## src/design/assert_macros.svh

```systemverilog
// Assertion helpers shared by the tessellator modules.
// Each macro expects signals named clk and rst_n in the enclosing module.
`ifndef ASSERT_MACROS_SVH
`define ASSERT_MACROS_SVH

// Condition must hold in the same cycle as the trigger.
`define QST_ASSERT_IMP(label, ante, cons, msg) \
  label: assert property (@(posedge clk) disable iff (!rst_n) (ante) |-> (cons)) \
    else $error(msg);

// Condition must hold in the cycle after the trigger.
`define QST_ASSERT_NXT(label, ante, cons, msg) \
  label: assert property (@(posedge clk) disable iff (!rst_n) (ante) |=> (cons)) \
    else $error(msg);

`endif

```

## src/design/qst_pkg.sv

```systemverilog
`timescale 1ns / 1ps

package qst_pkg;

  // Interpolation parameter f is an unsigned Q0.16 fraction.
  localparam int T_BITS = 16;
  localparam int CNT_BITS = 5;
  localparam logic [CNT_BITS-1:0] MAX_SEG = 5'd21;
  localparam logic [CNT_BITS-1:0] SPN_RESET = 5'd10;
  localparam int LANES = 4;

  typedef logic [T_BITS-1:0] frac_t;
  typedef logic [CNT_BITS-1:0] cnt_t;

  // Configuration register indexes.
  typedef enum logic {
    REG_SAMPLES = 1'b0,
    REG_CLOSED  = 1'b1
  } cfg_reg_t;

  // Operand sets for the segment registers in each lane.
  typedef enum logic [2:0] {
    SRC_ACCEPT      = 3'd0,
    SRC_WRAP1       = 3'd1,
    SRC_WRAP2       = 3'd2,
    SRC_TAIL_OPEN   = 3'd3,
    SRC_TAIL_CLOSED = 3'd4,
    SRC_ZERO        = 3'd5
  } seg_src_t;

  // One sample offered to the lanes and the merge stage.
  typedef struct packed {
    logic  valid;
    frac_t f;
    logic  last;
    logic  few;
  } issue_t;

  // Control from the sequencer to every lane.
  typedef struct packed {
    logic     adv;
    logic     accept;
    logic     store_wr;
    logic     wr_first0;
    logic     wr_first1;
    logic     seg_ld;
    seg_src_t seg_src;
  } lane_ctl_t;

  // Integer part of 65536 / n. Unused for n = 1 since f never steps there.
  function automatic frac_t step_quot(input cnt_t n);
    frac_t v;
    v = '0;
    case (n)
      5'd2:    v = 16'd32768;
      5'd3:    v = 16'd21845;
      5'd4:    v = 16'd16384;
      5'd5:    v = 16'd13107;
      5'd6:    v = 16'd10922;
      5'd7:    v = 16'd9362;
      5'd8:    v = 16'd8192;
      5'd9:    v = 16'd7281;
      5'd10:   v = 16'd6553;
      5'd11:   v = 16'd5957;
      5'd12:   v = 16'd5461;
      5'd13:   v = 16'd5041;
      5'd14:   v = 16'd4681;
      5'd15:   v = 16'd4369;
      5'd16:   v = 16'd4096;
      5'd17:   v = 16'd3855;
      5'd18:   v = 16'd3640;
      5'd19:   v = 16'd3449;
      5'd20:   v = 16'd3276;
      5'd21:   v = 16'd3120;
      default: v = '0;
    endcase
    return v;
  endfunction

  // Remainder of 65536 / n.
  function automatic cnt_t step_rem(input cnt_t n);
    cnt_t v;
    v = '0;
    case (n)
      5'd3:    v = 5'd1;
      5'd5:    v = 5'd1;
      5'd6:    v = 5'd4;
      5'd7:    v = 5'd2;
      5'd9:    v = 5'd7;
      5'd10:   v = 5'd6;
      5'd11:   v = 5'd9;
      5'd12:   v = 5'd4;
      5'd13:   v = 5'd3;
      5'd14:   v = 5'd2;
      5'd15:   v = 5'd1;
      5'd17:   v = 5'd1;
      5'd18:   v = 5'd16;
      5'd19:   v = 5'd5;
      5'd20:   v = 5'd16;
      5'd21:   v = 5'd16;
      default: v = '0;
    endcase
    return v;
  endfunction

endpackage

```

## src/design/qst_merge.sv

```systemverilog
`timescale 1ns / 1ps
`include "assert_macros.svh"

// Merge stage: tracks which pipeline slots hold samples, joins the four
// lane results with the curve flags and holds the output register.
module qst_merge #(
  parameter int COORD_BITS = 32
) (
  input  logic                         clk,
  input  logic                         rst_n,
  input  qst_pkg::issue_t              issue,
  input  logic signed [COORD_BITS-1:0] lane_q [qst_pkg::LANES],
  output logic                         adv,
  output logic                         out_valid,
  input  logic                         out_ready,
  output logic signed [COORD_BITS-1:0] out_q [qst_pkg::LANES],
  output logic                         out_end_of_curve,
  output logic                         out_too_few_points
);

  logic                         va_r, a_last_r, a_few_r;
  logic                         vb_r, b_last_r, b_few_r;
  logic                         out_valid_r, out_last_r, out_few_r;
  logic signed [COORD_BITS-1:0] out_q_r [qst_pkg::LANES];

  // The whole pipeline moves together whenever the output slot frees up.
  assign adv = !out_valid_r || out_ready;

  always_ff @(posedge clk) begin
    if (!rst_n) begin
      va_r        <= 1'b0;
      vb_r        <= 1'b0;
      out_valid_r <= 1'b0;
    end else if (adv) begin
      va_r        <= issue.valid;
      vb_r        <= va_r;
      out_valid_r <= vb_r;
    end
  end

  always_ff @(posedge clk) begin
    if (adv) begin
      a_last_r   <= issue.last;
      a_few_r    <= issue.few;
      b_last_r   <= a_last_r;
      b_few_r    <= a_few_r;
      out_last_r <= b_last_r;
      out_few_r  <= b_few_r;
      out_q_r    <= lane_q;
    end
  end

  assign out_valid          = out_valid_r;
  assign out_q              = out_q_r;
  assign out_end_of_curve   = out_last_r;
  assign out_too_few_points = out_few_r;

  `QST_ASSERT_IMP(a_few_zero, out_valid_r && out_few_r, (out_q_r[0] == '0) && (out_q_r[1] == '0) && (out_q_r[2] == '0) && (out_q_r[3] == '0) && out_last_r, "short curve result not zero")

endmodule

```

## config.mk

```make
export PLATFORM = sky130hd
export DESIGN_NAME = qst_merge
export DESIGN_NICKNAME = d
export VERILOG_FILES = /design/src/design/qst_pkg.sv /design/src/design/qst_merge.sv
export VERILOG_INCLUDE_DIRS = /design/src /design/src/design
export SDC_FILE = /design/constraint.sdc
export NUM_CORES = 1
export LEC_CHECK = 0
export BUFFER_PORTS_ARGS = -buffer_cell sky130_fd_sc_hd__buf_2
export CORE_AREA = 2 2 109 111
export DETAILED_ROUTE_END_ITERATION = 10
export DIE_AREA = 0 0 111 113
export HOLD_SLACK_MARGIN = 0.06
export PLACE_DENSITY = 0.79
export SYNTH_ARGS = -nofsm -noshare
export SYNTH_HDL_FRONTEND = slang
export SYNTH_SLANG_ARGS = --single-unit
export TNS_END_PERCENT = 5
```

## constraint.sdc

```tcl
create_clock -name clk -period 7.97 [get_ports clk]
set_input_delay 0.797 -clock clk [delete_from_list [all_inputs] [get_ports clk]]
set_output_delay 0.797 -clock clk [all_outputs]
set_load 0.02 [all_outputs]
```

# Word level (Yosys, flattened, before mapping)
# Cells that the tools add are included.
[word_totals]
ff_bits = 137
inputBits = 150
output_inout_bits = 132
wordCells = 15
[op_classes]
reduce_logical = 2
[op_table]
columns = ["op", "count"]
rows = [
  ["$logic_not 1->1", 1],
  ["$logic_or 1x1->1", 1],
]

# Logic depth before layout (Yosys ltp)
[depth]
word_depth = 2
depth_mapped = 2

# Least setup slack after synthesis
# Ideal clock, no wire load.
[synth_timing]
path_type = "input port to output port"
startpoint = "input port out_ready"
endpoint = "output port adv"
arrival_ps = 3537
required_time_ps = 7173
slack_ps = 3636
path_stages = 2
path_cell_list = "nor2b_4 > inv_1"
[synth_between]
elab_chain_cells = 1
[synth_lines]
columns = ["item", "line_no", "source"]
rows = [
  ["from (decl)", "qst_merge.sv:15", "input logic out_ready,"],
  ["$logic_or 1x1->1", "qst_merge.sv:27", "assign adv = !out_valid_r || out_ready;"],
  ["to (decl)", "qst_merge.sv:13", "output logic adv,"],
]
# No other way between the ends.

# Worst setup path in the final report
# Same ends and word-level chain as after synthesis.

==> flow_summary_export.csv <==
group,metric,value,unit
drt,drc,0,
grt,grt_usage,0.1441,
drt,wire_per_inst,15.44,um
pwr,p_leak,2.782,nW
pwr,p_int,1.375,mW
yosys,synth_area_leader_cell,"edfxtp_1",
timing,setup-violations-final,0,
timing,slew_headroom,0.4031,
pwr,switching_share,0.2121,
critical_path,crit_fanout,62,
outcome,outcome,"finished, final reports clean",
yosys,ys_warn_count,0,
timing,post-route-period-util,0.3239,
cells_and_area,fillers,920,
critical_path,end_kind,"output port",
yosys,yosysMostFrequentCell,"edfxtp_1",
drt,totalWireLength,9.050,mm
clock_network,ctsRootBufferMaster,"clkbuf_16",
yosys,synth_top_area_frac,0.9719,
pwr,powerDensity,279.8,mW/mm^2
drt,viasPerCell,4.263,
yosys,synthTopCellsByArea,"edfxtp_1 97%, dfxtp_1 1.5%, mux2i_1 0.48%",
critical_path,required,7170,ps
die,die_area,0.01254,mm^2
pwr,pwr-share-seq,0.487,
yosys,syn_inst,145,
clock_network,clock_path_buffers,2,
cells_and_area,fin_util,0.5534,
clock_network,numCtsBuffers,17,
clock_network,clock_sinks,137,
timing,fin_tns_setup,0,ps
clock_network,hold_buffers,0,
worst_hold_path,hp-class,"reg -> reg",
drt,vias,2498,
yosys,ys.flop_type,"edfxtp_1",
die,rows,39,
place,io_buffers,265,
drt,drtIter0Drc,122,
grt,grt_pass1_vias,2683,
yosys,syn-num-nets,295,
critical_path,path_cells,"buf_2 > nor2b_4 > inv_4 > buf_2",
clock_network,tritoncts,"built",
pwr,pwr-share-comb,0.078,
drt,firstDrtPassIters,4,
timing,worst_pin_slew,895.3,ps
yosys,synth_edf_count,134,
critical_path,cp_slowest_cell,"inv_4",
drt,ant_nets,0,
cells_and_area,final_cells,586,
critical_path,cpPeakStageDelay,520,ps
critical_path,crit_path_frequent_cell,"buf_2",
timing,hold_viol,0,
clock_network,postCtsResizedCells,0,
timing,rsz0062_at_grt,"no",
pwr,peakVddDrop,0.0001529,V
yosys,async_flop_share,0,
place,dp_hpwl,6.848,mm
cells_and_area,final_layout_size_suffix_gt1_frac,0.6659,
flow_run,cap_violations,0,
grt,grt_pass1_wl,13.39,mm
pwr,p_sw,0.3702,mW
cells_and_area,finalInstanceArea,0.006238,mm^2
pwr,clockPowerShare,0.435,
clock_network,post-cts-setup-buffers,0,
clock_network,h-tree-depth,4,
yosys,synth_commonest_cells,"134 x edfxtp_1, 3 x dfxtp_1, 3 x nand2_1, 2 x mux2i_1",
yosys,seq_area_frac_synth,0.9864,
place,gp_congestion,0.7177,
yosys,synth_area,0.004140,mm^2
die,die_h,113,um
timing,period_minus_slack,2581,ps
die,coreArea,0.01127,mm^2
place,placed_area,0.005655,mm^2
grt,antenna_found_initial,0,
yosys,ys_ff_latch,137,
critical_path,critical_path_class,"in -> out",
die,ioPinCount,282,
place,dpl.cell_count,554,
timing,skew,5.360,ps
cells_and_area,area_growth,50.68,%
yosys,synth_cell_types,7,
cells_and_area,final_net_count,580,
die,dieWidth,111,um
clock_network,clk_pin_slew,50,ps
critical_path,start_kind,"input port",
critical_path,critPathArrivalTime,1780,ps
timing,final-max-slew-violation-count,0,
clock_network,clk_latency,400,ps
yosys,avgSynthCellArea,28.55,um^2
grt,grt_start_max_net_pins,75,
timing,fmax,387.4,MHz
die,start_util,0.3673,
grt,grt.overflow.total,0,
cells_and_area,num_antenna_cells,0,
-- path summary, 6_finish.rpt --
path | startpoint | end | slack, ps | cells after the start
max | out_ready | adv | 5390 | 4
min | a_last_r | b_last_r | 430 | 0
max reg2reg | out_valid | out_q[56] | 5720 | 3
min reg2reg | a_last_r | b_last_r | 430 | 0
-- kinds of logic after synthesis --
group | after synthesis | synth area share
flip-flops | 137 | 0.9864
buffers and inverters | 1 | 0.0009057
multiplexers | 2 | 0.004835
AND/OR/NAND/NOR | 4 | 0.006043
AO/OA/AOI/OAI | 1 | 0.001814
-- critical path, delay by kind of cell --
family	cells	cell delay (ps)
simple gates	1	60
buf+inv	3	920
-- placed cells by master, fill, tap and decap left out, drive strengths merged --
master and count:
bufinv 3, buf 266, nor2b 1, inv 2, clkbuf 17, nand2 3
edfxtp 134, clkinv 10, clkinvlp 1, mux2i 2, dfxtp 3, o21a 1
-- layout make-up --
| type | count | area, um^2 | share of cell area |
|---|---|---|---|
| flip-flops and latches | 137 | 4084 | 0.6546 |
| repair buffers | 266 | 1334 | 0.2138 |
| well taps | 143 | 178.9 | 0.02868 |
| clock inverters | 15 | 157.7 | 0.02527 |
| clock buffers | 17 | 425.4 | 0.06819 |
| multi-input cells | 7 | 52.55 | 0.008424 |
| inverters | 1 | 6.256 | 0.001003 |
-- flip-flops by register name (all words and copies together), names as in the netlist --
name and cells:
out_valid 1, a_few_r 1, out_end_of_curve 1, a_last_r 1
vb_r 1, b_few_r 1, va_r 1, out_q 128
out_too_few_points 1, b_last_r 1
-- layer usage --
metal	up-vias	share of wire	track usage
met5	-	0	0
met4	0	0.013	0.06083
met3	10	0.11	0.06963
met2	168	0.52	0.2560
met1	1159	0.35	0.1449
li1	1161	-	-
-- per-stage QoR --
step / power, mW / worst slack, ps / hold slack, ps
2_1_floorplan: 0.9290 / 3636 / 400.3
3_3_place_gp: 0.9986 / 5247 / 401.4
3_5_place_dp: 1.004 / 5151 / 418.9
4_1_cts: 1.770 / 5340 / 435.1
5_1_grt: 1.810 / 5296 / 436.1
6_report: 1.745 / 5389 / 428.7
-- power groups by stage --
stage	Combinational, mW	Clock (mW)	Sequential (mW)
2_1_floorplan	0.00564	0	0.923
3_3_place_gp	0.135	0	0.863
3_5_place_dp	0.138	0	0.866
4_1_cts	0.138	0.781	0.851
5_1_grt	0.144	0.812	0.854
6_report	0.136	0.759	0.850
(Power assumes the default switching activity.)
