$ cat config.mk
export PLATFORM = sky130hd
export DESIGN_NAME = qst_lane
export DESIGN_NICKNAME = d
export VERILOG_FILES = /design/src/design/assert_macros.svh /design/src/design/qst_pkg.sv /design/src/design/qst_lane.sv
export SDC_FILE = /design/constraint.sdc
export NUM_CORES = 2
export LEC_CHECK = 0
export ABC_CLOCK_PERIOD_IN_PS = 26100
export BUFFER_PORTS_ARGS = -buffer_cell sky130_fd_sc_hd__buf_2
export CAP_MARGIN = 5
export CORE_MARGIN = 5
export CORE_UTILIZATION = 51
export DETAILED_ROUTE_END_ITERATION = 7
export MAX_ROUTING_LAYER = met4
export PLACE_DENSITY = 0.7
export SLEW_MARGIN = 5
export SYNTH_ARGS = -nofsm -noshare
export SYNTH_HDL_FRONTEND = slang
export SYNTH_SLANG_ARGS = --single-unit
$ cat constraint.sdc
create_clock -name clk -period 26.1 [get_ports clk]
set_input_delay 1.305 -clock clk [delete_from_list [all_inputs] [get_ports clk]]
set_output_delay 1.305 -clock clk [all_outputs]
set_load 0.01 [all_outputs]
$ cat src/design/assert_macros.svh
// Assertion helpers shared by the tessellator modules.
// Each macro expects signals named clk and rst_n in the enclosing module.
`ifndef ASSERT_MACROS_SVH
`define ASSERT_MACROS_SVH

// Condition must hold in the same cycle as the trigger.
`define QST_ASSERT_IMP(label, ante, cons, msg) \
  label: assert property (@(posedge clk) disable iff (!rst_n) (ante) |-> (cons)) \
    else $error(msg);

// Condition must hold in the cycle after the trigger.
`define QST_ASSERT_NXT(label, ante, cons, msg) \
  label: assert property (@(posedge clk) disable iff (!rst_n) (ante) |=> (cons)) \
    else $error(msg);

`endif

$ cat src/design/qst_pkg.sv
`timescale 1ns / 1ps

package qst_pkg;

  // Interpolation parameter f is an unsigned Q0.16 fraction.
  localparam int T_BITS = 16;
  localparam int CNT_BITS = 5;
  localparam logic [CNT_BITS-1:0] MAX_SEG = 5'd21;
  localparam logic [CNT_BITS-1:0] SPN_RESET = 5'd10;
  localparam int LANES = 4;

  typedef logic [T_BITS-1:0] frac_t;
  typedef logic [CNT_BITS-1:0] cnt_t;

  // Configuration register indexes.
  typedef enum logic {
    REG_SAMPLES = 1'b0,
    REG_CLOSED  = 1'b1
  } cfg_reg_t;

  // Operand sets for the segment registers in each lane.
  typedef enum logic [2:0] {
    SRC_ACCEPT      = 3'd0,
    SRC_WRAP1       = 3'd1,
    SRC_WRAP2       = 3'd2,
    SRC_TAIL_OPEN   = 3'd3,
    SRC_TAIL_CLOSED = 3'd4,
    SRC_ZERO        = 3'd5
  } seg_src_t;

  // One sample offered to the lanes and the merge stage.
  typedef struct packed {
    logic  valid;
    frac_t f;
    logic  last;
    logic  few;
  } issue_t;

  // Control from the sequencer to every lane.
  typedef struct packed {
    logic     adv;
    logic     accept;
    logic     store_wr;
    logic     wr_first0;
    logic     wr_first1;
    logic     seg_ld;
    seg_src_t seg_src;
  } lane_ctl_t;

  // Integer part of 65536 / n. Unused for n = 1 since f never steps there.
  function automatic frac_t step_quot(input cnt_t n);
    frac_t v;
    v = '0;
    case (n)
      5'd2:    v = 16'd32768;
      5'd3:    v = 16'd21845;
      5'd4:    v = 16'd16384;
      5'd5:    v = 16'd13107;
      5'd6:    v = 16'd10922;
      5'd7:    v = 16'd9362;
      5'd8:    v = 16'd8192;
      5'd9:    v = 16'd7281;
      5'd10:   v = 16'd6553;
      5'd11:   v = 16'd5957;
      5'd12:   v = 16'd5461;
      5'd13:   v = 16'd5041;
      5'd14:   v = 16'd4681;
      5'd15:   v = 16'd4369;
      5'd16:   v = 16'd4096;
      5'd17:   v = 16'd3855;
      5'd18:   v = 16'd3640;
      5'd19:   v = 16'd3449;
      5'd20:   v = 16'd3276;
      5'd21:   v = 16'd3120;
      default: v = '0;
    endcase
    return v;
  endfunction

  // Remainder of 65536 / n.
  function automatic cnt_t step_rem(input cnt_t n);
    cnt_t v;
    v = '0;
    case (n)
      5'd3:    v = 5'd1;
      5'd5:    v = 5'd1;
      5'd6:    v = 5'd4;
      5'd7:    v = 5'd2;
      5'd9:    v = 5'd7;
      5'd10:   v = 5'd6;
      5'd11:   v = 5'd9;
      5'd12:   v = 5'd4;
      5'd13:   v = 5'd3;
      5'd14:   v = 5'd2;
      5'd15:   v = 5'd1;
      5'd17:   v = 5'd1;
      5'd18:   v = 5'd16;
      5'd19:   v = 5'd5;
      5'd20:   v = 5'd16;
      5'd21:   v = 5'd16;
      default: v = '0;
    endcase
    return v;
  endfunction

endpackage

$ cat src/design/qst_lane.sv
`timescale 1ns / 1ps

// One coordinate lane: point history, segment operands and the
// interpolation steps of the quadratic de Casteljau evaluation.
module qst_lane #(
  parameter int COORD_BITS = 32
) (
  input  logic                         clk,
  input  qst_pkg::lane_ctl_t           ctl,
  input  qst_pkg::frac_t               f,
  input  logic signed [COORD_BITS-1:0] in_p,
  output logic signed [COORD_BITS-1:0] q
);

  localparam int TB = qst_pkg::T_BITS;
  localparam int PW = COORD_BITS + TB + 2;

  // Point history; contents are only read after they have been written.
  logic signed [COORD_BITS-1:0] first0_r, first1_r, older_r, newer_r, cur_r;

  // Segment operands: start midpoint, center point, end midpoint.
  logic signed [COORD_BITS-1:0] pa_r, c_r, pb_r;
  logic signed [COORD_BITS-1:0] op_l, op_c, op_r;
  logic signed [COORD_BITS:0]   sum_lc, sum_cr;

  // First interpolation step.
  logic signed [COORD_BITS:0]   d1, d2;
  logic signed [TB:0]           fs, a_fs;
  logic signed [PW-1:0]         prod1, prod2;
  logic signed [COORD_BITS-1:0] a_pa_r, a_c_r;
  logic signed [PW-1:0]         a_prod1_r, a_prod2_r;
  logic [TB-1:0]                a_f_r;

  // Second interpolation step.
  logic signed [COORD_BITS-1:0] p1, p2;
  logic signed [COORD_BITS:0]   d3;
  logic signed [PW-1:0]         prod3;
  logic signed [COORD_BITS-1:0] b_p1_r;
  logic signed [PW-1:0]         b_prod3_r;

  always_comb begin
    op_l = '0;
    op_c = '0;
    op_r = '0;
    case (ctl.seg_src)
      qst_pkg::SRC_ACCEPT: begin
        op_l = older_r;
        op_c = newer_r;
        op_r = in_p;
      end
      qst_pkg::SRC_WRAP1: begin
        op_l = newer_r;
        op_c = cur_r;
        op_r = first0_r;
      end
      qst_pkg::SRC_WRAP2: begin
        op_l = cur_r;
        op_c = first0_r;
        op_r = first1_r;
      end
      qst_pkg::SRC_TAIL_OPEN: begin
        op_l = newer_r;
        op_c = cur_r;
        op_r = cur_r;
      end
      qst_pkg::SRC_TAIL_CLOSED: begin
        op_l = first0_r;
        op_c = first1_r;
        op_r = first1_r;
      end
      default: begin
        op_l = '0;
        op_c = '0;
        op_r = '0;
      end
    endcase
  end

  // Midpoints round toward minus infinity.
  assign sum_lc = {op_l[COORD_BITS-1], op_l} + {op_c[COORD_BITS-1], op_c};
  assign sum_cr = {op_c[COORD_BITS-1], op_c} + {op_r[COORD_BITS-1], op_r};

  always_ff @(posedge clk) begin
    if (ctl.accept) begin
      cur_r <= in_p;
    end
    if (ctl.store_wr) begin
      older_r <= newer_r;
      newer_r <= in_p;
    end
    if (ctl.wr_first0) begin
      first0_r <= in_p;
    end
    if (ctl.wr_first1) begin
      first1_r <= in_p;
    end
    if (ctl.seg_ld) begin
      pa_r <= sum_lc[COORD_BITS:1];
      c_r  <= op_c;
      pb_r <= sum_cr[COORD_BITS:1];
    end
  end

  assign fs    = {1'b0, f};
  assign d1    = {c_r[COORD_BITS-1], c_r} - {pa_r[COORD_BITS-1], pa_r};
  assign d2    = {pb_r[COORD_BITS-1], pb_r} - {c_r[COORD_BITS-1], c_r};
  assign prod1 = d1 * fs;
  assign prod2 = d2 * fs;

  // The interpolated value always lies between its operands, so the low
  // coordinate bits of the sum are exact.
  assign a_fs  = {1'b0, a_f_r};
  assign p1    = a_pa_r + a_prod1_r[TB +: COORD_BITS];
  assign p2    = a_c_r + a_prod2_r[TB +: COORD_BITS];
  assign d3    = {p2[COORD_BITS-1], p2} - {p1[COORD_BITS-1], p1};
  assign prod3 = d3 * a_fs;

  always_ff @(posedge clk) begin
    if (ctl.adv) begin
      a_pa_r    <= pa_r;
      a_c_r     <= c_r;
      a_prod1_r <= prod1;
      a_prod2_r <= prod2;
      a_f_r     <= f;
      b_p1_r    <= p1;
      b_prod3_r <= prod3;
    end
  end

  assign q = b_p1_r + b_prod3_r[TB +: COORD_BITS];

endmodule

## Word level (Yosys, flattened, before mapping)

Index checks and enable logic that the tools add are counted.

- Magnitude comparators: 0
- Div/mod/pow operators: 0
- Multipliers: 3
- Multiplexer cells: 3
- Equality and inequality tests: 4
- $add $sub $neg: 8
- Shifts and indexed selects: 0
- Reduce and logical (&&, ||, !) cells: 3
- Bitwise gates (word level): 0

Operators by type and width:

| cell | number |
|---|---|
| $pmux 32 s4 | 3 |
| $mul 33x17->48 | 3 |
| $sub 32x32->33 | 3 |
| $add 32x32->32 | 3 |
| $add 32x32->33 | 2 |
| $eq 3x2->1 const B | 2 |
| $reduce_or 2->1 | 2 |
| $eq 3x1->1 const B | 1 |
| $eq 3x3->1 const B | 1 |
| $logic_not 3->1 | 1 |

- Memories: 0
- Bits in read-only memories: 0
- Latch bits: 0
- Register bits: 512
- RAM bits: 0

## Depth between registers and ports, before layout

- Depth after elaboration: 4
- Depth in mapped cells: 47
- Depth with buffers taken out: 46

## Worst setup path after synthesis

Ideal clock, no wire load.

- Path type: register to register
- From: register a_pa_r[0]
- To: register b_prod3_r[47], data pin
- Stages on the path, launching flop included: 46
- Arrival: 9952 ps
- Required time: 25832 ps
- Slack: 15879 ps
- Path buffers: 1
- Clock period less this slack: 10221 ps
- Path through: edfxtp_1 > ha_1 > fa_1 > a21o_1 > a21oi_1 > o21bai_1 > a21oi_1 > o21ai_0 > a21oi_1 > nor2_1 > nor2_1 > o21bai_1 > a21oi_1 > xor2_1 > ha_1 > a21boi_0 > or3_1 > o221ai_2 > (+10 left out) > fa_1 > inv_1 > fa_1 > inv_1 > fa_1 > ha_1 > nand4_1 > a21oi_1 > a211oi_1 > o22ai_1 > a211oi_2 > o22ai_1 > a31oi_1 > o21ai_1 > nor4_2 > nor3_1 > a2111oi_1 > xnor2_1

- Longest elaborated chain between the ends: 3

Ends and longest elaborated chain:

| item | RTL line | RTL |
|---|---|---|
| start: declaration | qst_lane.sv:30 | `logic signed [COORD_BITS-1:0] a_pa_r, a_c_r;` |
| start signal: assignment | qst_lane.sv:120 | `a_pa_r <= pa_r;` |
| $add 32x32->32 | qst_lane.sv:113 | `assign p1 = a_pa_r + a_prod1_r[TB +: COORD_BITS];` |
| $sub 32x32->33 | qst_lane.sv:115 | `assign d3 = {p2[COORD_BITS-1], p2} - {p1[COORD_BITS-1], p1};` |
| $mul 33x17->48 | qst_lane.sv:116 | `assign prod3 = d3 * a_fs;` |
| via prod3[47] | qst_lane.sv:37 | `logic signed [PW-1:0] prod3;` |
| end signal: assignment | qst_lane.sv:126 | `b_prod3_r <= prod3;` |
| end: declaration | qst_lane.sv:39 | `logic signed [PW-1:0] b_prod3_r;` |

The timed path passes the listed nets, and every way through them passes these cells.
A chain may end at the register's enable or synchronous reset.

## Worst setup path in the final report

Same ends and word-level chain as after synthesis.

==> results.md <==
- Status: finished clean
- Total Routing Usage GR: 25.4%
- Max cap viols: 0
- FF+latch count, synth: 464
- Clock Pin Slew Worst Setup and Hold Paths: 60 ps
- Highest Signal Layer: met4
- Met3 WL: 15.9 mm
- Sequential share of the synthesized area: 17.3%
- CP most frequent cell: fa_1
- Final period utilization: 44.7%
- Worst-Skew Late Latency: 700 ps
- CTS sink cnt: 464
- Die area: 166000 µm²
- Core Box Area: 157000 µm²
- Yosys top cell area share: 36.5%
- Required @ worst endpoint: 26520 ps
- CTS tree: done
- Fin util: 54.5%
- Number of enable flip-flop cells after synthesis: 464
- Slew Limit Fails: 0
- CP Max Fanout: 16
- Most frequent cells in the layout: 1784 x inv_1, 1470 x fa_1, 1072 x nand2_1
- Root Buffer: clkbuf_16
- Kind of critical path: reg -> reg
- DR vias/cell: 5.50
- Mapped Area: 80600 µm²
- Max clock buf depth: 3
- Relative slew slack: 8.55%
- Commonest non-fill, non-tap cell in the layout: inv_1
- Die W: 408 µm
- Hold_ws: 438 ps
- Synth Warn #: 0
- # rows: 145
- Primary FF master, synth: edfxtp_1
- Count of final hold-check violations: 0
- Met2 wire length: 98.1 mm
- # hold bufs at CTS: 0
- Final Skew: 51.9 ps
- Final ANT Viol Nets: 0
- Global-route wire length before repair: 330 mm
- First-pass iteration count of the detailed router: 6
- Final setup TNS: 0 ps
- Gpl congestion: 0.902
- Worst Tran Pin Value: 1370 ps
- Mapped Nets: 10520
- CP max stage cell: xor2_1
- Ys async rst share: 0%
- Wl on met1: 80.7 mm
- Endpoints failing setup: 0
- Average size of a mapped cell: 9.59 µm²
- Crit path DAT: 12100 ps
- Fmax: 85.6 MHz
- Worst hold path class: reg -> reg
- Via count: 57472
- WL/cell: 19.4 µm
- Synth cell types: 81
- Resized Gates After CTS: 0
- H-tree depth: 2
- Chip Height: 408 µm
- Initial antenna violation count: 8
- Layout cell share with drive strength beyond 1: 4.61%
- Min Tclk post-route: 11680 ps
- Largest net degree at the start of global routing: 102
- Gr ovfl total: 0
- Postcts setup bufs: 0
- RSZ-0062 raised after global routing: no
- Initial drt markers: 4032
- Initial core utilization: 51.4%
- Layout area overhead: 5.93%
- Final WL: 202 mm
- CP Launch Type: register
- Cell taking the most area after synthesis: fa_1
- CTS Buf Count: 56
- Buffers on Ports: 89
- Setup crit end kind: register
- Max incr delay on CP: 930 ps
- Io pins: 90
- DRC Markers: 0
- # nets final: 10460
- Cell area after layout: 85400 µm²
- Vias in the first global route: 62829
- Cells after synthesis: 8404
- Placed wire-length estimate: 157 mm
- Top area cells in the synthesized netlist: fa_1 37%, edfxtp_1 17%, ha_1 9.1%
- Placed cell areas: 83400 µm²
## through the flow
stage	worst slack (ps)	instances
after CTS	14370	10449
after detailed placement	14350	10343
after global placement	14440	10343
final	14420	10453
after floorplan	15880	8404
after global routing	13570	10453
## worst max-delay path: cells and delay by family (launching register included)
family                   cells  cell delay (ps)
XOR/XNOR                     3             1230
adder cells (fa/ha/maj)     10             4020
AO/OA/AOI/OAI               17             4070
buffers and inverters        4              260
flip-flops                   1              380
AND/OR/NAND/NOR              8             1470
## synth_stat cells, types with 57 or more instances
cell type / instances
fa_1: 1470
a21o_1: 133
edfxtp_1: 464
o21ai_0: 188
nand3_1: 78
and2_1: 592
nor2_1: 237
a31oi_1: 57
o21a_1: 68
clkbuf_1: 303
nand2b_1: 72
nand2_1: 1072
xor2_1: 86
xnor2_1: 277
a21oi_1: 301
ha_1: 588
nor2b_1: 148
inv_1: 1785
## cell type report
type	instances	area (µm²)
well taps	2058	2570
clock buffers	61	1420
clock inverters	45	519
inverters	1785	6700
multi-input cells	5826	58800
flip-flops and latches	464	13900
fillers	13791	71400
repair buffers	211	1400
diodes	3	7.51
## kinds of logic after synthesis
logic type | Yosys count | synth area share [%]
AOI/OAI and AO/OA | 986 | 7.80
muxes | 67 | 1.30
xor gates and xnor gates | 366 | 4.02
adders and majority gates | 2058 | 45.6
buffers and inverters | 2114 | 9.86
and+or+nand+nor | 2349 | 14.1
DFF | 464 | 17.3
## metal layers
layer / track usage, % / up-vias
met5: - / -
met4: 8.63 / 0
met3: 4.37 / 500
met2: 42.7 / 2081
met1: 31.4 / 29022
li1: - / 25869
## worst paths after layout
kind                          from                      end  slack [ps]  depth (start not counted)
min reg2reg  newer_r[12]$_DFFE_PP_    older_r[12]$_DFFE_PP_         440                          0
max reg2reg    a_pa_r[0]$_DFFE_PP_  b_prod3_r[47]$_DFFE_PP_       14420                         42
max            a_pa_r[0]$_DFFE_PP_  b_prod3_r[47]$_DFFE_PP_       14420                         42
min          newer_r[12]$_DFFE_PP_    older_r[12]$_DFFE_PP_         440                          0
Power is not shown: default switching activity piles up to over one toggle a cycle in this logic, so the estimate is an artifact.
