==> config.mk <==
export PLATFORM = sky130hd
export DESIGN_NAME = qst_seq
export DESIGN_NICKNAME = d
export VERILOG_FILES = /design/src/design/qst_pkg.sv /design/src/design/qst_seq.sv
export VERILOG_INCLUDE_DIRS = /design/src /design/src/design
export SDC_FILE = /design/constraint.sdc
export NUM_CORES = 1
export LEC_CHECK = 0
export BUFFER_PORTS_ARGS = -buffer_cell sky130_fd_sc_hd__buf_2
export CORE_ASPECT_RATIO = 0.9
export CORE_UTILIZATION = 42
export DETAILED_ROUTE_END_ITERATION = 7
export SLEW_MARGIN = 15
export SYNTH_ARGS = -nofsm -noshare
export SYNTH_HDL_FRONTEND = slang
export SYNTH_SLANG_ARGS = --single-unit
==> constraint.sdc <==
create_clock -name clk -period 8.7 [get_ports clk]
set_clock_uncertainty 0.1 [all_clocks]
set_input_delay 1.305 -clock clk [delete_from_list [all_inputs] [get_ports clk]]
set_output_delay 1.305 -clock clk [all_outputs]
set_load 0.03 [all_outputs]
==> src/design/assert_macros.svh <==
// Assertion helpers shared by the tessellator modules.
// Each macro expects signals named clk and rst_n in the enclosing module.
`ifndef ASSERT_MACROS_SVH
`define ASSERT_MACROS_SVH

// Condition must hold in the same cycle as the trigger.
`define QST_ASSERT_IMP(label, ante, cons, msg) \
  label: assert property (@(posedge clk) disable iff (!rst_n) (ante) |-> (cons)) \
    else $error(msg);

// Condition must hold in the cycle after the trigger.
`define QST_ASSERT_NXT(label, ante, cons, msg) \
  label: assert property (@(posedge clk) disable iff (!rst_n) (ante) |=> (cons)) \
    else $error(msg);

`endif

==> src/design/qst_pkg.sv <==
`timescale 1ns / 1ps

package qst_pkg;

  // Interpolation parameter f is an unsigned Q0.16 fraction.
  localparam int T_BITS = 16;
  localparam int CNT_BITS = 5;
  localparam logic [CNT_BITS-1:0] MAX_SEG = 5'd21;
  localparam logic [CNT_BITS-1:0] SPN_RESET = 5'd10;
  localparam int LANES = 4;

  typedef logic [T_BITS-1:0] frac_t;
  typedef logic [CNT_BITS-1:0] cnt_t;

  // Configuration register indexes.
  typedef enum logic {
    REG_SAMPLES = 1'b0,
    REG_CLOSED  = 1'b1
  } cfg_reg_t;

  // Operand sets for the segment registers in each lane.
  typedef enum logic [2:0] {
    SRC_ACCEPT      = 3'd0,
    SRC_WRAP1       = 3'd1,
    SRC_WRAP2       = 3'd2,
    SRC_TAIL_OPEN   = 3'd3,
    SRC_TAIL_CLOSED = 3'd4,
    SRC_ZERO        = 3'd5
  } seg_src_t;

  // One sample offered to the lanes and the merge stage.
  typedef struct packed {
    logic  valid;
    frac_t f;
    logic  last;
    logic  few;
  } issue_t;

  // Control from the sequencer to every lane.
  typedef struct packed {
    logic     adv;
    logic     accept;
    logic     store_wr;
    logic     wr_first0;
    logic     wr_first1;
    logic     seg_ld;
    seg_src_t seg_src;
  } lane_ctl_t;

  // Integer part of 65536 / n. Unused for n = 1 since f never steps there.
  function automatic frac_t step_quot(input cnt_t n);
    frac_t v;
    v = '0;
    case (n)
      5'd2:    v = 16'd32768;
      5'd3:    v = 16'd21845;
      5'd4:    v = 16'd16384;
      5'd5:    v = 16'd13107;
      5'd6:    v = 16'd10922;
      5'd7:    v = 16'd9362;
      5'd8:    v = 16'd8192;
      5'd9:    v = 16'd7281;
      5'd10:   v = 16'd6553;
      5'd11:   v = 16'd5957;
      5'd12:   v = 16'd5461;
      5'd13:   v = 16'd5041;
      5'd14:   v = 16'd4681;
      5'd15:   v = 16'd4369;
      5'd16:   v = 16'd4096;
      5'd17:   v = 16'd3855;
      5'd18:   v = 16'd3640;
      5'd19:   v = 16'd3449;
      5'd20:   v = 16'd3276;
      5'd21:   v = 16'd3120;
      default: v = '0;
    endcase
    return v;
  endfunction

  // Remainder of 65536 / n.
  function automatic cnt_t step_rem(input cnt_t n);
    cnt_t v;
    v = '0;
    case (n)
      5'd3:    v = 5'd1;
      5'd5:    v = 5'd1;
      5'd6:    v = 5'd4;
      5'd7:    v = 5'd2;
      5'd9:    v = 5'd7;
      5'd10:   v = 5'd6;
      5'd11:   v = 5'd9;
      5'd12:   v = 5'd4;
      5'd13:   v = 5'd3;
      5'd14:   v = 5'd2;
      5'd15:   v = 5'd1;
      5'd17:   v = 5'd1;
      5'd18:   v = 5'd16;
      5'd19:   v = 5'd5;
      5'd20:   v = 5'd16;
      5'd21:   v = 5'd16;
      default: v = '0;
    endcase
    return v;
  endfunction

endpackage

==> src/design/qst_seq.sv <==
`timescale 1ns / 1ps
`include "assert_macros.svh"

// Sequencer: configuration registers, point count, segment order and the
// sample counter that produces f = floor(j * 65536 / N) incrementally.
module qst_seq (
  input  logic                clk,
  input  logic                rst_n,
  input  logic                in_valid,
  input  logic                in_final_point,
  output logic                in_ready,
  input  logic                cfg_we,
  input  logic                cfg_index,
  input  logic [4:0]          cfg_wdata,
  input  logic                adv,
  output qst_pkg::lane_ctl_t  ctl,
  output qst_pkg::issue_t     issue
);

  typedef enum logic [2:0] {
    ST_IDLE = 3'b001,
    ST_SEG  = 3'b010,
    ST_TAIL = 3'b100
  } state_t;

  typedef enum logic [2:0] {
    PH_PREV  = 3'b001,
    PH_WRAP1 = 3'b010,
    PH_WRAP2 = 3'b100
  } phase_t;

  state_t             state_r, state_nxt;
  phase_t             phase_r, phase_nxt;
  logic [1:0]         seen_r, seen_nxt;
  logic               last_r, last_nxt;
  logic               few_r, few_nxt;
  qst_pkg::cnt_t      j_r, j_nxt;
  qst_pkg::frac_t     f_r, f_nxt;
  qst_pkg::cnt_t      rem_r, rem_nxt;
  qst_pkg::cnt_t      spn_r;
  logic               closed_r;

  logic               accept;
  logic               fire;
  logic               seg_end;
  logic [5:0]         rem_sum;
  logic               seg_ld;
  qst_pkg::seg_src_t  seg_src;

  assign in_ready = (state_r == ST_IDLE);
  assign accept   = in_valid && in_ready;
  assign fire     = adv && ((state_r == ST_SEG) || (state_r == ST_TAIL));
  assign seg_end  = fire && (state_r == ST_SEG) && (j_r == spn_r - 5'd1);

  assign issue.valid = (state_r == ST_SEG) || (state_r == ST_TAIL);
  assign issue.f     = (state_r == ST_TAIL) ? '0 : f_r;
  assign issue.last  = (state_r == ST_TAIL);
  assign issue.few   = (state_r == ST_TAIL) && few_r;

  assign ctl.adv       = adv;
  assign ctl.accept    = accept;
  assign ctl.store_wr  = accept && !in_final_point;
  assign ctl.wr_first0 = accept && !in_final_point && (seen_r == 2'd0);
  assign ctl.wr_first1 = accept && !in_final_point && (seen_r == 2'd1);
  assign ctl.seg_ld    = seg_ld;
  assign ctl.seg_src   = seg_src;

  always_comb begin
    state_nxt = state_r;
    phase_nxt = phase_r;
    seen_nxt  = seen_r;
    last_nxt  = last_r;
    few_nxt   = few_r;
    seg_ld    = 1'b0;
    seg_src   = qst_pkg::SRC_ACCEPT;
    unique case (state_r)
      ST_IDLE: begin
        if (accept) begin
          last_nxt = in_final_point;
          few_nxt  = 1'b0;
          if (in_final_point) begin
            seen_nxt = 2'd0;
          end else if (seen_r != 2'd3) begin
            seen_nxt = seen_r + 2'd1;
          end
          if (in_final_point && (seen_r < 2'd2)) begin
            seg_ld    = 1'b1;
            seg_src   = qst_pkg::SRC_ZERO;
            few_nxt   = 1'b1;
            state_nxt = ST_TAIL;
          end else if (seen_r >= 2'd2) begin
            seg_ld    = 1'b1;
            seg_src   = qst_pkg::SRC_ACCEPT;
            phase_nxt = PH_PREV;
            state_nxt = ST_SEG;
          end
        end
      end
      ST_SEG: begin
        if (seg_end) begin
          unique case (phase_r)
            PH_PREV: begin
              if (!last_r) begin
                state_nxt = ST_IDLE;
              end else if (closed_r) begin
                seg_ld    = 1'b1;
                seg_src   = qst_pkg::SRC_WRAP1;
                phase_nxt = PH_WRAP1;
              end else begin
                seg_ld    = 1'b1;
                seg_src   = qst_pkg::SRC_TAIL_OPEN;
                state_nxt = ST_TAIL;
              end
            end
            PH_WRAP1: begin
              seg_ld    = 1'b1;
              seg_src   = qst_pkg::SRC_WRAP2;
              phase_nxt = PH_WRAP2;
            end
            default: begin
              seg_ld    = 1'b1;
              seg_src   = qst_pkg::SRC_TAIL_CLOSED;
              state_nxt = ST_TAIL;
            end
          endcase
        end
      end
      ST_TAIL: begin
        if (fire) begin
          state_nxt = ST_IDLE;
        end
      end
      default: begin
        state_nxt = ST_IDLE;
      end
    endcase
  end

  // f advances by the quotient of 65536 / N, plus one whenever the
  // accumulated remainder reaches N.
  assign rem_sum = {1'b0, rem_r} + {1'b0, qst_pkg::step_rem(spn_r)};

  always_comb begin
    j_nxt   = j_r;
    f_nxt   = f_r;
    rem_nxt = rem_r;
    if (fire && (state_r == ST_SEG)) begin
      if (seg_end) begin
        j_nxt   = '0;
        f_nxt   = '0;
        rem_nxt = '0;
      end else begin
        j_nxt = j_r + 5'd1;
        if (rem_sum >= {1'b0, spn_r}) begin
          f_nxt   = f_r + qst_pkg::step_quot(spn_r) + 16'd1;
          rem_nxt = 5'(rem_sum - {1'b0, spn_r});
        end else begin
          f_nxt   = f_r + qst_pkg::step_quot(spn_r);
          rem_nxt = rem_sum[4:0];
        end
      end
    end
  end

  always_ff @(posedge clk) begin
    if (!rst_n) begin
      state_r  <= ST_IDLE;
      phase_r  <= PH_PREV;
      seen_r   <= '0;
      last_r   <= 1'b0;
      few_r    <= 1'b0;
      j_r      <= '0;
      f_r      <= '0;
      rem_r    <= '0;
      spn_r    <= qst_pkg::SPN_RESET;
      closed_r <= 1'b0;
    end else begin
      state_r <= state_nxt;
      phase_r <= phase_nxt;
      seen_r  <= seen_nxt;
      last_r  <= last_nxt;
      few_r   <= few_nxt;
      j_r     <= j_nxt;
      f_r     <= f_nxt;
      rem_r   <= rem_nxt;
      if (cfg_we) begin
        unique case (qst_pkg::cfg_reg_t'(cfg_index))
          qst_pkg::REG_SAMPLES: begin
            if (cfg_wdata == 5'd0) begin
              spn_r <= 5'd1;
            end else if (cfg_wdata > qst_pkg::MAX_SEG) begin
              spn_r <= qst_pkg::MAX_SEG;
            end else begin
              spn_r <= cfg_wdata;
            end
          end
          qst_pkg::REG_CLOSED: begin
            closed_r <= cfg_wdata[0];
          end
        endcase
      end
    end
  end

  `QST_ASSERT_IMP(a_cnt_in_seg, state_r == ST_SEG, j_r < spn_r, "sample index past segment")
  `QST_ASSERT_IMP(a_spn_range, 1'b1, (spn_r >= 5'd1) && (spn_r <= qst_pkg::MAX_SEG), "bad N")
  `QST_ASSERT_NXT(a_tail_done, (state_r == ST_TAIL) && adv, state_r == ST_IDLE, "tail not done")

endmodule

==> Word-level counts from Yosys, hierarchy flattened <==
Memory sizes are Yosys's and may differ from the RTL's. A register that Yosys moved wholly into a read port is not among the register bits.
Index checks and enable logic that the tools add are counted.
Widths: inputs -> output; s select.
{ "classes": {"bitwise_logic": 1, "mux": 54, "magnitude_cmp": 4, "n_reduce_logical": 21, "eq_ne": 19, "n_addsub": 8} }
{ "ops": {"columns": ["op", "n"], "rows": [
  ["$mux 16", 9],
  ["$mux 5", 11],
  ["$mux 3", 16],
  ["$add 16x16->16", 2],
  ["$pmux 3 s2", 5],
  ["$add 16x1->16 const B", 1],
  ["$logic_and 1x1->1", 9],
  ["$pmux 3 s3", 1],
  ["$mux 2", 4],
  ["$ne 2x2->1 const B", 4],
  ["$reduce_and 8->1", 1],
  ["$mux 1", 7],
  ["$add 5x5->6", 1],
  ["$eq 3x1->1 const B", 2],
  ["$eq 3x2->1 const B", 2],
  ["$ge 6x5->1", 1],
  ["$ne 2x1->1 const B", 3],
  ["$ne 3x1->1 const B", 2],
  ["$ne 3x3->1 const B", 2],
  ["$reduce_and 2->1", 3],
  ["$reduce_and 6->1", 1],
  ["$add 5x1->5 const B", 1],
  ["$eq 5x5->1", 1],
  ["$gt 5x5->1 const B", 1],
  ["16 further kinds", 17]
]} }
{ "totals": {"inputBits": 12, "elab_cells": 120, "mem_bits_ro": 1184, "ff_bits": 42, "n_memories": 3} }
{ "mem_list": {"columns": ["name", "words", "word_bits", "read_ports", "rd_ports_with_merged_regs", "write_ports", "line", "rtl"], "rows": [
  ["(name not given)", 32, 16, 1, 1, 0, "qst_pkg.sv:54", "case (n)"],
  ["(name not given)", 32, 16, 1, 1, 0, "qst_pkg.sv:54", null],
  ["(name not given)", 32, 5, 1, 1, 0, "qst_pkg.sv:84", "case (n)"]
]} }

==> Longest topological paths before layout <==
{ "depth": {"ltp_word": 11, "ltp_mapped": 16, "mapped_depth_nobuf": 15} }

==> Worst setup path after synthesis <==
No wires, ideal clock.
{ "synth_timing": {"path_type": "register -> register", "startpoint": "register rem_r[0]", "endpoint": "register f_r[15]", "required_ns": 8.478, "slack_ns": 4.689, "period_less_slack_ns": 4.011, "setup_time_ns": 0.122, "stages_incl_launch_ff": 17, "path_buffers": 1, "arrival_time_ns": 3.789, "path_cell_list": "dfxtp_1 -> ha_1 -> fa_1 -> a21o_1 -> a21oi_1 -> xnor2_1 -> ha_1 -> and3_1 -> a311oi_2 -> and3_1 -> buf_4 -> mux2i_1 -> o41ai_4 -> o21ai_1 -> a211o_1 -> xnor2_1 -> a311o_1"} }
{ "synth_between": {"elab_chain_len": 4} }
{ "synth_lines": {"columns": ["element", "line", "rtl"], "rows": [
  ["start: declaration", "qst_seq.sv:39", "qst_pkg::cnt_t rem_r, rem_nxt;"],
  ["start signal: assignment", "qst_seq.sv:185", "rem_r <= rem_nxt;"],
  ["$add 5x5->6", "qst_seq.sv:141", "assign rem_sum = {1'b0, rem_r} + {1'b0, qst_pkg::step_rem(spn_r)};"],
  ["$ge 6x5->1", "qst_seq.sv:154", "if (rem_sum >= {1'b0, spn_r}) begin"],
  ["$mux 16", "qst_seq.sv:154", null],
  ["$mux 16", "qst_seq.sv:148", "if (seg_end) begin"],
  ["end signal: assignment", "qst_seq.sv:184", "f_r <= f_nxt;"],
  ["end: declaration", "qst_seq.sv:38", "qst_pkg::frac_t f_r, f_nxt;"]
]} }
Every way passes these cells.
A chain may end at the register's enable or synchronous reset.

==> Final worst setup path <==
Ends and elaborated chain as after synthesis.

==> metrics.txt <==
outcome=complete, no violations; Yosys reg bits=63; DRC viols=0; Worst Tran Pin Value=between 1 and 1.5 ns; hold worst-path end=few_r$_SDFFE_PN0P_; crit path DAT=between 4 and 5 ns; cells after synthesis=roughly 530; NetSw=0.000235 W; vias in the first global route=roughly 3400; clock power share=a little under half; HPWL after DPL=7.61 mm; final period utilization=53.5%; initial antenna violation count=0; CTS Buf Count=9; fraction of layout cells with a size suffix above 1=between 10% and 20%; Ant. Diodes=0; # IOs=41; Post-CTS Setup Bufs=0; pwr/cell area=between 150 and 200 nW/um^2; Core ar.=about 9800 um^2; clk slew on worst S/H paths=0.06 ns; final hold violations=0; ys flop type=dfxtp_1; leakage power=2.22 nW; average wire per standard cell=14.7 um; Cell variety after synth=56; drt pass-1 iters=4; die width=between 100 and 150 um; Internal Pwr Total=approximately 0.00061 W; grt ovf=0; crit-path cells=ha_1 > fa_1 > a21o_1 > a21oi_1 > xnor2_1 > ha_1 > and3_1 > a311oi_2 > and3_1 > mux2i_1 > o41ai_4 > o21ai_1 > a211o_1 > xnor2_1 > a311o_1; Skew-Pair Late Insertion Delay=0.33 ns; DR vias/cell=5.47; # resized after CTS=0; CTS tree=yes; max-slew violation count=0; Critical Path RT=between 8 and 9 ns; Die Span Y=97.8 um; CP Class=flop to flop; Initial Util=a little over two fifths; crit path buf inv count=0; via count=about 3800; post-synthesis area per instance=8.03 um^2; Sw Ratio=27.7%; class of the worst hold path=flop to flop; final WL=about 10 mm; number of hold buffers added after cts=0; final core utilization=about half; largest net degree at the start of global routing=33; combinational power share=about 17%; element type at the critical path end=flop; CP Launch Type=flop; # port buffers=40; Seq/Total Area, Yosys=29.4%; initial drt markers=roughly 180; Die ar.=between 10000 and 15000 um^2; worst r2r dst=f_r[15]$_SDFFE_PN0P_; Worst R2R Start=rem_r[0]$_SDFFE_PN0P_; Routability Congestion=between 0.8 and 0.9; Post-synth ARST share=0%; Post-Synthesis Cell Area=roughly 4300 um^2; Peak VDD IR=roughly 0.10 mV; Syn Nets=slightly below 600; Final nets=618; Crit path max-delay family=compound AO/OA/AOI/OAI gates; Slew headroom=21.9%; flop-to-flop setup slack=4.04 ns; CTS max path bufs=2; Filler cells=954; RSZ-0062 raised after global routing=false; Worst Reg-to-Reg Cells=15; CTS H-tree depth=3; global-route wire length before repair=~17 mm; Setup TNS Final=0 ns; CP max stage cell=and3_1; Synth Warn #=0; row count=34; fmax=215 MHz; max-capacitance violation count=0; clk root buf=clkbuf_16; Hold Crit Depth=2; Hold Crit Start=few_r$_SDFFE_PN0P_; post-route ant nets=0; number of synthesized flops with an enable pin=0; share of power burned in registers=between 30% and 40%; max incr delay on CP=0.52 ns; Layout area overhead=13.5%; Period minus WS final=around 4.7 ns; # setup viols final=0; Total GRT Usage=between 10% and 20%; clock sink count=63; CP max FO=14
==> tightest hold or removal path: cells and delay by family (launching register included) <==
kind	cells	cell delay, ns
DFF	1	0.30
and+or+nand+nor	1	0.04
AOI/OAI and AO/OA	1	0.07
==> layer usage <==
metal,share of wire [%],routed length (um),track usage [%],vias up
met5,0,0,0,-
met4,0.62,63,5.20,0
met3,4.0,410,4.47,8
met2,41,4220,28.8,86
met1,54,5500,29.5,1759
li1,-,-,-,1930
==> worst max path at each step <==
stage	slack [ns]	cells after the start	endpoint	startpoint
floorplan	4.69	16	f_r[15]$_SDFFE_PN0P_	rem_r[0]$_SDFFE_PN0P_
global placement	4.21	15	f_r[15]$_SDFFE_PN0P_	rem_r[0]$_SDFFE_PN0P_
detailed placement	4.09	15	f_r[15]$_SDFFE_PN0P_	rem_r[0]$_SDFFE_PN0P_
CTS	4.03	9	ctl[0]	spn_r[0]$_SDFFE_PN0P_
global route	3.79	9	ctl[0]	spn_r[0]$_SDFFE_PN0P_
finish	4.04	15	f_r[15]$_SDFFE_PN0P_	rem_r[0]$_SDFFE_PN0P_
==> placed cells by master (no fill, tap or decap), drive strengths merged, types with 23 or more instances in the layout <==
| master | synthesis | routed |
|---|---|---|
| nand2 | 60 | 60 |
| buf | 7 | 41 |
| nand3 | 23 | 23 |
| o21ai | 37 | 37 |
| inv | 27 | 28 |
| ha | 41 | 41 |
| nor2 | 31 | 31 |
| nor2b | 26 | 26 |
| dfxtp | 63 | 63 |
| a21oi | 35 | 35 |
==> power by group through the flow <==
| stage | Clock (W) | Combinational [W] | Sequential (W) |
|---|---|---|---|
| 2_1_floorplan | 0 | 0.000115 | 0.000316 |
| 3_3_place_gp | 0 | 0.000142 | 0.000321 |
| 3_5_place_dp | 0 | 0.000144 | 0.000321 |
| 4_1_cts | 0.000392 | 0.000145 | 0.000315 |
| 5_1_grt | 0.000405 | 0.000162 | 0.000316 |
| 6_report | 0.000385 | 0.000146 | 0.000315 |
==> through the flow <==
step                hold WS (ns)  instance area, um^2  setup WS [ns]  power, W  cells
floorplan                  0.339                 4290           4.69  0.000431    534
global placement           0.356                 4540           4.21  0.000463    676
detailed placement         0.361                 4540           4.09  0.000465    676
CTS                        0.369                 4870           4.03  0.000851    692
global route               0.386                 4870           3.79  0.000883    692
finish                     0.366                 4870           4.04  0.000846    692
==> cells in the mapped netlist (all sizes together) (2+ instances only) <==
cell type	number	area share, %
a211o	3	0.61
a211oi	2	0.35
a21boi	14	2.5
a21o	8	1.4
a21oi	35	4.1
a221oi	2	0.41
a22o	4	0.82
a31oi	8	1.2
a41o	2	0.47
and2	11	1.6
and3	7	1.0
buf	7	1.0
clkbuf	18	1.6
dfxtp	63	29
fa	4	1.9
ha	41	12
inv	27	2.4
mux2i	4	0.93
nand2	60	5.3
nand2b	9	1.3
nand3	23	2.7
nand3b	3	0.53
nand4	3	0.44
nor2	31	2.7
nor2b	26	3.8
nor3	10	1.2
nor3b	4	0.70
nor4	2	0.29
o211ai	3	0.53
o21a	4	0.70
o21ai	37	4.3
o21bai	3	0.53
o22ai	7	1.0
o31ai	3	0.53
or3	3	0.44
xnor2	13	2.7
xor2	14	2.9
==> logic make-up after synthesis <==
logic type / count (synthesis) / synth area share, %
XOR/XNOR: 27 / 5.52
AO/OA/AOI/OAI: 148 / 22.7
buffers and inverters: 52 / 4.96
flip-flops: 63 / 29.4
multiplexers: 5 / 1.20
adder cells (fa/ha/maj): 45 / 13.8
AND/OR/NAND/NOR: 194 / 22.3
==> area by class of cell <==
cell class | instances | area [um^2] | area share, %
Timing Repair Buffer | 41 | 208 | 4.27
Clock inverter | 7 | 96.3 | 1.98
Tap cell | 126 | 158 | 3.24
Sequential cell | 63 | 1260 | 25.9
Clock buffer | 9 | 225 | 4.63
Multi-Input combinational cell | 419 | 2820 | 57.9
Inverter | 27 | 101 | 2.08
Note: power is estimated with default switching activity, not from simulation.
